$ cat config.mk
export PLATFORM = sky130hd
export DESIGN_NAME = vcsu_ctrl
export DESIGN_NICKNAME = d
export VERILOG_FILES = /design/src/design/vcsu_pkg.sv /design/src/design/vcsu_ctrl.sv
export SDC_FILE = /design/constraint.sdc
export NUM_CORES = 1
export LEC_CHECK = 0
export BUFFER_PORTS_ARGS = -buffer_cell sky130_fd_sc_hd__buf_4
export CELL_PAD_IN_SITES_DETAIL_PLACEMENT = 1
export CELL_PAD_IN_SITES_GLOBAL_PLACEMENT = 2
export CORE_MARGIN = 3
export CORE_UTILIZATION = 32
export CTS_CLUSTER_SIZE = 10
export DETAILED_ROUTE_END_ITERATION = 6
export PLACE_DENSITY = 0.91
export SLEW_MARGIN = 10
export SYNTH_ARGS = -nofsm -noshare
export SYNTH_HDL_FRONTEND = slang
export SYNTH_SLANG_ARGS = --single-unit
$ cat constraint.sdc
create_clock -name clock -period 5.8 [get_ports clock]
set_input_delay 0 -clock clock [delete_from_list [all_inputs] [get_ports clock]]
set_output_delay 0 -clock clock [all_outputs]
set_load 0.005 [all_outputs]
$ cat src/design/vcsu_pkg.sv
// Shared types, codes and helpers for the video command and scanout unit.
// No dependencies.
package vcsu_pkg;

   typedef enum logic [1:0] {
      FUNC_CMD    = 2'd0,
      FUNC_PIXEL  = 2'd1,
      FUNC_SCAN   = 2'd2,
      FUNC_STATUS = 2'd3
   } func_type;

   localparam logic [2:0] CMD_SETVPAGE = 3'd0;
   localparam logic [2:0] CMD_SETPAL   = 3'd1;
   localparam logic [2:0] CMD_VMODE    = 3'd2;
   localparam logic [2:0] CMD_REGSEL   = 3'd3;
   localparam logic [2:0] CMD_REGSET   = 3'd4;
   localparam logic [2:0] CMD_REGCLR   = 3'd5;

   localparam logic [31:0] ALPHA_OPAQUE = 32'hFF00_0000;
   localparam logic [9:0]  WIDE_WIDTH   = 10'd640;
   localparam logic [9:0]  NARROW_WIDTH = 10'd320;

   localparam int PAL_IDX_W  = 8;
   localparam int PAL_DATA_W = 24;

   // palette write request from the command decoder
   typedef struct packed {
      logic                  we;
      logic [PAL_IDX_W-1:0]  idx;
      logic [PAL_DATA_W-1:0] rgb;
   } pal_wr_type;

   // control state and per-transaction results from the decoder
   typedef struct packed {
      logic        video_on;
      logic        rgb12;
      logic [31:0] row_address;
      logic        line_active;
      logic        pixel_doubled;
      logic        line_irq;
      logic        status_bit;
   } ctrl_out_type;

   // 12-bit color: 11..8 R, 7..4 B, 3..0 G -> 24-bit RGB, nibbles in the upper halves
   function automatic logic [PAL_DATA_W-1:0] expand12(input logic [11:0] c);
      return {c[11:8], 4'h0, c[3:0], 4'h0, c[7:4], 4'h0};
   endfunction

endpackage

$ cat src/design/vcsu_ctrl.sv
// Command decoder, mode/register state and scanline logic.
// Depends on vcsu_pkg.
module vcsu_ctrl #(
   parameter int ACTIVE_LINES = 480,
   parameter int VSYNC_LINE   = 490
) (
   input  logic                  clock,
   input  logic                  reset,
   input  logic                  accept,
   input  vcsu_pkg::func_type    func,
   input  logic [31:0]           word,
   input  logic [9:0]            line_number,
   output vcsu_pkg::ctrl_out_type ctrl,
   output vcsu_pkg::pal_wr_type   pal_wr
);
   import vcsu_pkg::*;

   localparam logic [9:0] ACTIVE_LIM = 10'(ACTIVE_LINES);
   localparam logic [9:0] VSYNC_LIM  = 10'(VSYNC_LINE);

   logic        awaiting_ff, awaiting_in;
   logic [2:0]  pending_ff, pending_in;
   logic [31:0] scanout_ff, scanout_in;
   logic        video_en_ff, video_en_in;
   logic        wide_ff, wide_in;
   logic        rgb12_ff, rgb12_in;
   logic        select_b_ff, select_b_in;
   logic [31:0] reg_a_ff, reg_a_in;
   logic [31:0] reg_b_ff, reg_b_in;
   logic        irq_ff, irq_in;
   logic        parity_ff, parity_in;

   logic        video_on;
   logic        line_ok;
   logic [9:0]  y;
   logic [9:0]  w;
   logic [19:0] offset;
   logic [31:0] row;

   assign video_on = (scanout_ff != 32'd0) && video_en_ff;
   assign line_ok  = video_on && (line_number < ACTIVE_LIM);

   // row offset: width * y, doubled for 16-bit pixels
   assign y      = wide_ff ? line_number : {1'b0, line_number[9:1]};
   assign w      = wide_ff ? WIDE_WIDTH : NARROW_WIDTH;
   assign offset = y * w;
   assign row    = scanout_ff + (rgb12_ff ? {11'd0, offset, 1'b0} : {12'd0, offset});

   always_comb begin
      awaiting_in = awaiting_ff;
      pending_in  = pending_ff;
      scanout_in  = scanout_ff;
      video_en_in = video_en_ff;
      wide_in     = wide_ff;
      rgb12_in    = rgb12_ff;
      select_b_in = select_b_ff;
      reg_a_in    = reg_a_ff;
      reg_b_in    = reg_b_ff;
      irq_in      = irq_ff;
      parity_in   = parity_ff;
      pal_wr.we   = 1'b0;
      pal_wr.idx  = word[31:24];
      pal_wr.rgb  = expand12(word[11:0]);
      if (accept) begin
         unique case (func)
            FUNC_CMD: begin
               if (awaiting_ff) begin
                  awaiting_in = 1'b0;
                  unique case (pending_ff)
                     CMD_SETVPAGE: scanout_in = word;
                     CMD_SETPAL:   pal_wr.we = 1'b1;
                     CMD_VMODE: begin
                        video_en_in = word[0];
                        wide_in     = word[1];
                        rgb12_in    = word[2];
                     end
                     CMD_REGSEL:   select_b_in = word[0];
                     CMD_REGSET: begin
                        if (select_b_ff) begin
                           reg_b_in = word;
                        end else begin
                           reg_a_in = reg_a_ff | word;
                        end
                     end
                     CMD_REGCLR: begin
                        if (select_b_ff) begin
                           reg_b_in = 32'd0;
                        end else begin
                           reg_a_in = reg_a_ff & ~word;
                        end
                     end
                     default: ;
                  endcase
               end else if (word <= 32'(CMD_REGCLR)) begin
                  pending_in  = word[2:0];
                  awaiting_in = 1'b1;
               end
            end
            FUNC_SCAN: begin
               if (line_ok) begin
                  irq_in = ({22'd0, line_number} >= reg_b_ff) && reg_a_ff[0];
               end
               if (line_number == VSYNC_LIM) begin
                  parity_in = ~parity_ff;
               end
            end
            FUNC_PIXEL, FUNC_STATUS: ;
         endcase
      end
   end

   always_ff @(posedge clock) begin
      if (reset) begin
         awaiting_ff <= 1'b0;
         pending_ff  <= 3'd0;
         scanout_ff  <= 32'd0;
         video_en_ff <= 1'b0;
         wide_ff     <= 1'b0;
         rgb12_ff    <= 1'b0;
         select_b_ff <= 1'b0;
         reg_a_ff    <= 32'd0;
         reg_b_ff    <= 32'd0;
         irq_ff      <= 1'b0;
         parity_ff   <= 1'b0;
      end else begin
         awaiting_ff <= awaiting_in;
         pending_ff  <= pending_in;
         scanout_ff  <= scanout_in;
         video_en_ff <= video_en_in;
         wide_ff     <= wide_in;
         rgb12_ff    <= rgb12_in;
         select_b_ff <= select_b_in;
         reg_a_ff    <= reg_a_in;
         reg_b_ff    <= reg_b_in;
         irq_ff      <= irq_in;
         parity_ff   <= parity_in;
      end
   end

   always_comb begin
      ctrl.video_on      = video_on;
      ctrl.rgb12         = rgb12_ff;
      ctrl.line_active   = (func == FUNC_SCAN) && line_ok;
      ctrl.row_address   = ctrl.line_active ? row : 32'd0;
      ctrl.pixel_doubled = ~wide_in;
      ctrl.line_irq      = irq_in;
      ctrl.status_bit    = parity_in;
   end

endmodule
# After elaboration in Yosys (flattened, before gate mapping)
# Index checks and enable logic that the tools add are counted.
# totals
reg_bits,106
inputBits,47
out_inout_bits,71
wordCells,74
# classes
n_addsub,1
mul,1
order_cmp,3
n_eq_ne,11
mux,26
bitwise,6
n_reduce_logical,15
# ops
op,count
32-bit two-way mux,5
32-bit one-hot mux with 2 select lines,2
32-bit by 21-bit adder with 32-bit output,1
32-bit bitwise AND,1
10-bit by 32-bit >= comparator with 1-bit output,1
32-bit by 3-bit <= comparator with 1-bit output (second input constant),1
32-bit inverter,1
32-bit bitwise OR,1
32-bit nonzero test,1
21-bit two-way mux,1
10-bit by 10-bit multiplier with 20-bit output,1
10-bit two-way mux,2
1-bit two-way mux,16
4-bit AND reduction,4
6-bit AND reduction,2
10-bit by 9-bit equality test with 1-bit output (second input constant),1
10-bit by 9-bit < comparator with 1-bit output (second input constant),1
2-bit inequality test (second input constant),4
3-bit by 2-bit equality test with 1-bit output (second input constant),2
3-bit equality test (second input constant),2
1-bit logical AND,4
3-bit by 1-bit equality test with 1-bit output (second input constant),1
3-bit zero test,1
1-bit inverter,3
other kinds (4),4

# Depth between registers and ports, before layout
# Gate-level depths: netlist of the first run.
# logic_depth
depth_word,6
mapped_depth,28
ltp_nobuf,26

# Worst setup path before layout of the first run
# OpenSTA, ideal clock, no wires.
# synth_timing
path_type,register to output
startpoint,reg wide_ff
endpoint,out ctrl[30] (netlist name)
arrival_time_ps,5450
required_ps,5800
setup_slack_ps,350
path_stages_with_launch,28
n_path_buf,2
cell_sequence,dfxtp_1 -> clkbuf_1 -> and2_1 -> nand2b_1 -> ha_1 -> inv_1 -> fa_1 -> inv_1 -> ha_1 -> ha_1 -> ha_1 -> ha_1 -> inv_1 -> fa_1 -> nor2b_1 -> o21ai_0 -> a21oi_1 -> o41ai_1 -> xnor2_1 -> mux2i_1 -> ha_1 -> clkbuf_1 -> nand3_1 -> nand2_1 -> a31oi_1 -> or2_2 -> or4_1 -> a21oi_1
# synth_lines
item,line_no,text
start: declaration,vcsu_ctrl.sv:25,"logic wide_ff, wide_in;"
start signal: assignment,vcsu_ctrl.sv:130,wide_ff <= wide_in;
end: declaration,vcsu_ctrl.sv:13,"output vcsu_pkg::ctrl_out_type ctrl,"

==> results of run 1 <==
-- cell usage after synthesis, types with 4 or more instances --
cell type / number / area, µm²
a21oi_1: 87 / 435.4
mux2_2: 4 / 45.04
buf_2: 11 / 55.05
ha_1: 77 / 963.4
dfxtp_1: 75 / 1501
o211ai_1: 4 / 30.03
nand4_1: 10 / 62.56
o21a_1: 6 / 45.04
a21o_1: 7 / 52.55
o21ai_0: 16 / 80.08
or3_1: 6 / 37.54
and2_1: 13 / 81.33
mux2i_1: 15 / 150.1
buf_4: 36 / 270.3
clkbuf_1: 29 / 108.9
nand2_1: 130 / 488.0
and3_1: 4 / 25.02
nand2b_1: 7 / 43.79
nand3_1: 43 / 215.2
a211oi_1: 5 / 37.54
or4_1: 5 / 37.54
xnor2_1: 13 / 113.9
xor2_1: 10 / 87.58
nor3_1: 12 / 60.06
nor2_1: 45 / 168.9
o21bai_1: 5 / 37.54
nor4_1: 20 / 125.1
fa_1: 10 / 200.2
nand3b_1: 4 / 30.03
nor2b_1: 7 / 43.79
inv_1: 56 / 210.2
o31ai_1: 6 / 45.04
-- kinds of logic after synthesis --
family | count (synthesis) | share of synthesized area [%]
fa+ha+maj | 87 | 18.91
simple gates | 316 | 24.52
buf+inv | 138 | 10.98
compound gates | 153 | 14.62
mux | 19 | 3.172
xor+xnor | 23 | 3.274
other cells | 2 | 0.1220
flops | 75 | 24.40
-- registers in the layout, indices dropped and copies added, names as in the netlist, named ones only --
register / flops
reg_b_ff: 32
scanout_ff: 32
pending_ff: 3
awaiting_ff: 1
irq_ff: 1
parity_ff: 1
rgb12_ff: 1
select_b_ff: 1
video_en_ff: 1
wide_ff: 1
-- final cells by class --
class                   count  area [µm²]
clock inverters             7       61.31
fillers                  2259       10380
multi-input cells         613        4661
inverters                  57       216.5
repair buffers            175        1428
flip-flops and latches     75        1505
well taps                 234       292.8
clock buffers               9       225.2
-- per-layer routing --
metal | vias to the layer above | track usage [%]
met5 | - | 0
met4 | 0 | 7.707
met3 | 36 | 2.267
met2 | 141 | 35.21
met1 | 3086 | 24.91
li1 | 2978 | -
-- timing repair --
| item | 4_1_cts | 5_1_grt |
|---|---|---|
| cloned | 1 | 0 |
| setup endpoints to repair | 14 | 14 |
| pin swaps | 27 | 37 |
| resized for setup | 59 | 66 |
| endpoints found under the hold margin | 59 | 0 |
| hold buffers | 32 | 0 |
| buffers inserted | 12 | 11 |
-- worst max-delay path, cell delays in order (launching register included) --
cell,delay (ns)
dfxtp_4,0.37
and2_4,0.16
nand2b_4,0.15
ha_4,0.27
inv_2,0.04
fa_1,0.53
inv_2,0.06
ha_4,0.28
ha_4,0.21
ha_4,0.27
ha_4,0.14
inv_2,0.04
fa_2,0.38
nor2b_4,0.14
o21ai_2,0.08
a21oi_2,0.21
o41ai_4,0.09
xnor2_2,0.29
mux2i_4,0.16
ha_4,0.20
a21oi_1,0.28
nand2_2,0.12
or3_4,0.40
a21oi_4,0.20
o21ai_0,0.15
a21oi_1,0.20
buf_4,0.14
-- power groups by stage --
stage	registers, W	clock network (W)	logic, W
after floorplan	0.000526	0	0.000201
after detailed placement	0.000526	0	0.000299
after global placement	0.000526	0	0.000294
after CTS	0.000514	0.000545	0.000373
final	0.000514	0.000533	0.000457
after global routing	0.000514	0.000562	0.000490
-- per-stage QoR --
| stage | cells | area, µm² | worst slack, ns |
|---|---|---|---|
| 2_1_floorplan | 826 | 6202 | 0.3496 |
| 3_3_place_gp | 1098 | 6932 | 0.03305 |
| 3_5_place_dp | 1098 | 6932 | -0.1131 |
| 4_1_cts | 1159 | 7975 | 0.004293 |
| 5_1_grt | 1170 | 8389 | -0.2853 |
| 6_report | 1170 | 8389 | -0.1265 |
-- final timing paths --
path / startpoint / end / cells past startpoint
max reg2reg: pending_ff[1] / reg_b_ff[18] / 5
min: func[0] / awaiting_ff / 5
min reg2reg: reg_b_ff[7] / reg_b_ff[7] / 2
max: wide_ff / ctrl[28] / 26
==> flow_metrics.py, run 1 <==
metrics = {
    "timing": {
        "grt_setup_unrepaired": "true",
        "fin_crit_sh_pct": 102.2,
        "worstMarginPinSlew_ns": 1.102,
        "setup_viol": 9,
        "fin_tns_setup_ns": -0.6203,
        "skew_ns": 0.007091,
        "hold_viol_final": 0,
        "period_needed_ns": 5.927,
        "setup_ws_ns": -0.1265,
        "fin_hold_ws_ns": 0.05829,
        "timing.fmax_mhz": 168.7,
        "max_slew_margin_pct": 26.36,
        "maxSlewViolCount": 0,
    },
    "die": {
        "fp.dieW_um": 144.7,
        "core_um2": 18770,
        "start_util_pct": 32.79,
        "rows": 50,
        "fp.dieH_um": 144.7,
        "ioPinCount": 118,
        "fp.dieArea_um2": 20930,
    },
    "yosys": {
        "synth_cells": 813,
        "synth_flop_cell": "dfxtp_1",
        "synth.avg_cell_area_um2": 7.569,
        "ys_types": 58,
        "ys_seq_area_share_pct": 24.40,
        "synth-seq-cells": 75,
        "synth_edf_count": 0,
        "syn-cell-area_um2": 6153,
        "yosys_warnings": 0,
        "async_flop_share_pct": 0,
    },
    "place": {
        "io_buffers": 105,
        "gp_congestion": 0.8518,
        "dp_hpwl_um": 14820,
    },
    "global_route": {
        "grt_pass1_wl_um": 33070,
        "antenna_found_initial": 0,
        "grt_max_degree": 76,
        "grt_usage_pct": 19.96,
        "grt_pass1_vias": 6416,
        "gr-total-overflow": 0,
    },
    "power_and_ir_drop": {
        "intPower_w": 0.001027,
        "powerDensity_nw_per_um2": 179.3,
        "netSwitchingPower_w": 0.0004771,
        "p_leak_nw": 3.402,
        "clockPowerShare_pct": 35.4,
        "power_frac_seq_pct": 34.2,
        "comb_power_share_pct": 30.4,
        "total_power_w": 0.001504,
        "netSwitchingFraction_pct": 31.72,
        "ir_worst_vdd_uv": 164.4,
    },
    "cts": {
        "cts_max_level": 3,
        "ctsRootBufferMaster": "clkbuf_16",
        "clk_pin_slew_ns": 0.06,
        "cts_buffers": 9,
        "cts.sinks": 75,
        "clk_latency_ns": 0.34,
        "cts_buffer_depth": 2,
        "cts_tree": "yes",
    },
    "drt": {
        "drtPass1Iterations": 7,
        "dr.max_layer_used": "met4",
        "vias_per_cell": 5.334,
        "drt_iter0_markers": 344,
        "routed-wl-met3_um": 772,
        "drt-total-wl_um": 22260,
        "drt-met1-wl_um": 9407,
        "drcViolationCount": 0,
        "ant_nets": 0,
        "route.met2.wl_um": 11450,
        "wl_per_cell_um": 19.02,
        "vias": 6241,
    },
    "critical_path": {
        "rrSetupSlack_ns": 3.78,
        "cp-start-kind": "flop",
        "arrival_ns": 5.93,
        "criticalPathCategory": "flop to primary output",
        "crit_fanout": 7,
        "worst_ep_required_time_ns": 5.80,
        "critPathCaptureType": "primary output",
    },
    "cells_and_area": {
        "fin_nets": 1065,
        "area_delta_synth_final_pct": 36.34,
        "antenna_cells": 0,
        "final_cell_mix": "134 x buf_4, 124 x nand2_1, 78 x a21oi_1, 74 x dfxtp_1",
        "drive_above_1_share_pct": 27.46,
        "fin_util_pct": 44.70,
        "mostFrequentLayoutCell": "buf_4",
    },
    "worst_hold_path": {
        "min_path_type": "input pin to flop",
    },
    "status": {
        "violations": "negative setup slack",
        "run_status": "complete, but fails checks",
    },
    "run": {
        "drv_cap": 0,
    },
}
Power figures use the tool's default switching activity.
==> inputs of run 2 (changes only) <==
--- a/config.mk
+++ b/config.mk
@@ -5,13 +5,13 @@
 export SDC_FILE = /design/constraint.sdc
 export NUM_CORES = 1
 export LEC_CHECK = 0
-export BUFFER_PORTS_ARGS = -buffer_cell sky130_fd_sc_hd__buf_4
 export CELL_PAD_IN_SITES_DETAIL_PLACEMENT = 1
 export CELL_PAD_IN_SITES_GLOBAL_PLACEMENT = 2
 export CORE_MARGIN = 3
-export CORE_UTILIZATION = 32
+export CORE_UTILIZATION = 37
 export CTS_CLUSTER_SIZE = 10
 export DETAILED_ROUTE_END_ITERATION = 6
+export DONT_BUFFER_PORTS = 1
 export PLACE_DENSITY = 0.91
 export SLEW_MARGIN = 10
 export SYNTH_ARGS = -nofsm -noshare
==> run 2 against run 1 <==
Net effect: the run still ends with negative setup slack left; power decreased by 1.3%; global-route usage increased by 1.4 points; critical endpoint is now ctrl[30]; setup slack improved by 0.047 ns; clock-buffer cell count increased by 1; largest cell class unchanged; flip-flop and latch count unchanged; via count decreased by 5.7%; worst hold slack got worse by 0.058 ns; cell count decreased by 11%; register-to-register slack got worse by 0.50 ns; critical path type unchanged.
==> flow_metrics.py, run 2 (synthesized netlist as in run 1, its figures left out) <==
metrics = {
    "status": {
        "run_status": "complete, but fails checks",
        "violations": "negative setup slack",
    },
    "timing": {
        "skew_ns": 0.004161,
        "setup_viol": 5,
        "fin_crit_sh_pct": 101.4,
        "max_slew_margin_pct": 26.85,
        "setup_ws_ns": -0.07914,
        "worstMarginPinSlew_ns": 1.095,
        "fin_tns_setup_ns": -0.3529,
        "period_needed_ns": 5.879,
        "hold_viol_final": 0,
        "maxSlewViolCount": 0,
        "timing.fmax_mhz": 170.1,
    },
    "cells_and_area": {
        "final_cell_count_no_fill": 1039,
        "antenna_cells": 0,
        "fin_nets": 952,
        "area_delta_synth_final_pct": 20.74,
        "top_regs": "reg_b_ff: 32 flops, scanout_ff: 32 flops, pending_ff: 3 flops",
        "drive_above_1_share_pct": 15.92,
        "mostFrequentLayoutCell": "nand2_1",
        "fillers": 1915,
        "final_cell_mix": "126 x nand2_1, 75 x a21oi_1, 74 x dfxtp_1, 51 x inv_1, 50 x ha_1",
    },
    "critical_path": {
        "crit_end": "ctrl[30]",
        "r2r_end": "wide_ff",
        "crit_fanout": 7,
        "crit_path_top_delay_cell": "fa_1",
        "max_stage_delay_ns": 0.49,
        "rrSetupSlack_ns": 3.28,
        "worst_ep_required_time_ns": 5.80,
        "reg2reg_depth": 5,
        "cp-startpoint": "wide_ff",
        "criticalPathCategory": "flop to primary output",
        "r2r_start": "pending_ff[2]",
        "critPathCaptureType": "primary output",
        "arrival_ns": 5.88,
        "cp-start-kind": "flop",
    },
    "drt": {
        "vias": 5884,
        "wl_per_cell_um": 21.07,
        "drt_iter0_markers": 336,
        "drcViolationCount": 0,
        "drtPass1Iterations": 4,
        "drt-total-wl_um": 21890,
        "vias_per_cell": 5.663,
        "ant_nets": 0,
    },
    "cts": {
        "clk_pin_slew_ns": 0.06,
        "clk_latency_ns": 0.34,
        "cts_max_level": 3,
        "ctsRootBufferMaster": "clkbuf_16",
        "cts.sinks": 75,
        "cts_tree": "yes",
        "cts_buffer_depth": 2,
        "cts_buffers": 9,
    },
    "place": {
        "dp_hpwl_um": 13910,
        "gp_congestion": 0.8934,
        "io_buffers": 0,
        "post-place-cells": 971,
    },
    "die": {
        "fp.dieH_um": 135.0,
        "start_util_pct": 38.32,
        "fp.dieArea_um2": 18210,
        "rows": 46,
        "ioPinCount": 118,
        "core_um2": 16060,
        "fp.dieW_um": 135.0,
    },
    "worst_hold_path": {
        "min_path_type": "input pin to primary output",
        "whs_path_depth": 0,
    },
    "power_and_ir_drop": {
        "ir_worst_vdd_uv": 211.9,
        "powerDensity_nw_per_um2": 199.9,
        "p_leak_nw": 2.828,
        "total_power_w": 0.001485,
    },
    "global_route": {
        "gr-total-overflow": 0,
        "grt_pass1_vias": 5666,
        "grt_usage_pct": 21.39,
        "grt_pass1_wl_um": 31050,
        "globalRouteMet1Util_pct": 29.20,
        "grtUsageMet3_pct": 4.359,
        "use_met2_pct": 34.63,
        "grt_max_degree": 76,
        "antenna_found_initial": 0,
        "grt.busiest_layer": "met2",
    },
    "run": {
        "drv_cap": 0,
    },
}
## run 2: changes by cell type in the layout (fill, tap and decap cells not counted), sizes merged
cell         before  now
clkbuf            9   10
clkinv            3    1
inv              60   59
dlygate4sd3      32   35
clkinvlp          1    2
bufinv            0    1
buf             143   27
## run 2: worst max-delay path: cells and delay by family, from the launching register on
| kind | cells | cell delay, ns |
|---|---|---|
| AO/OA/AOI/OAI | 5 | 0.62 |
| XOR/XNOR | 1 | 0.31 |
| adder cells (fa/ha/maj) | 7 | 2.39 |
| buffers and inverters | 4 | 0.32 |
| flip-flops | 1 | 0.38 |
| multiplexers | 1 | 0.20 |
| AND/OR/NAND/NOR | 7 | 1.32 |
## run 2: power breakdown
group / total, W / switching [W] / internal [W]
clock network: 0.000584 / 0.000235 / 0.000349
logic: 0.000387 / 0.000215 / 0.000172
registers: 0.000514 / 0.000000000661 / 0.000514
total: 0.00148 / 0.000450 / 0.00103
## run 2: worst min path at each step
stage                  start         end  slack [ns]
floorplan            word[1]     ctrl[2]        0.07
finish               word[0]  pal_wr[12]    0.000003
global route         word[9]  pal_wr[21]     0.00001
detailed placement  word[27]  pal_wr[27]     0.00009
global placement    word[27]  pal_wr[27]     0.00009
CTS                 word[27]  pal_wr[27]     0.00006
## run 2: metrics by stage
| stage | hold WS [ns] | cell area [µm²] | utilization [%] | worst slack, ns |
|---|---|---|---|---|
| floorplan | 0.07231 | 6202 | - | 0.3496 |
| global placement | 0.00008861 | 6091 | 37.93 | 0.03228 |
| detailed placement | 0.00008840 | 6091 | 37.93 | -0.1812 |
| CTS | 0.00006337 | 6885 | 42.88 | -0.002291 |
| global route | 0.00001166 | 7430 | 46.27 | -0.2535 |
| finish | 0.000002908 | 7430 | 46.27 | -0.07914 |
## run 2: what timing repair did
action | CTS | global route
hold endpoints to repair | 75 | 0
hold buffers | 36 | 0
endpoints found under the setup margin | 14 | 14
cloned | 0 | 1
pin swaps | 14 | 41
gates resized for setup | 23 | 77
buffers inserted | 4 | 11
## run 2: area by class of cell
cell class	count	area [µm²]	area share, %
Timing Repair Buffer	62	580.6	7.814
Sequential cell	75	1505	20.26
Clock inverter	6	71.32	0.9599
Multi-Input combinational cell	613	4547	61.20
Tap cell	216	270.3	3.638
Clock buffer	10	239.0	3.217
Inverter	57	216.5	2.913
## run 2: metal layers
| layer | share of wire [%] | routed length [µm] |
|---|---|---|
| met4 | 2.5 | 545 |
| met1 | 42 | 9094 |
| met2 | 50 | 10860 |
| met3 | 6.3 | 1388 |
| met5 | 0 | 0 |
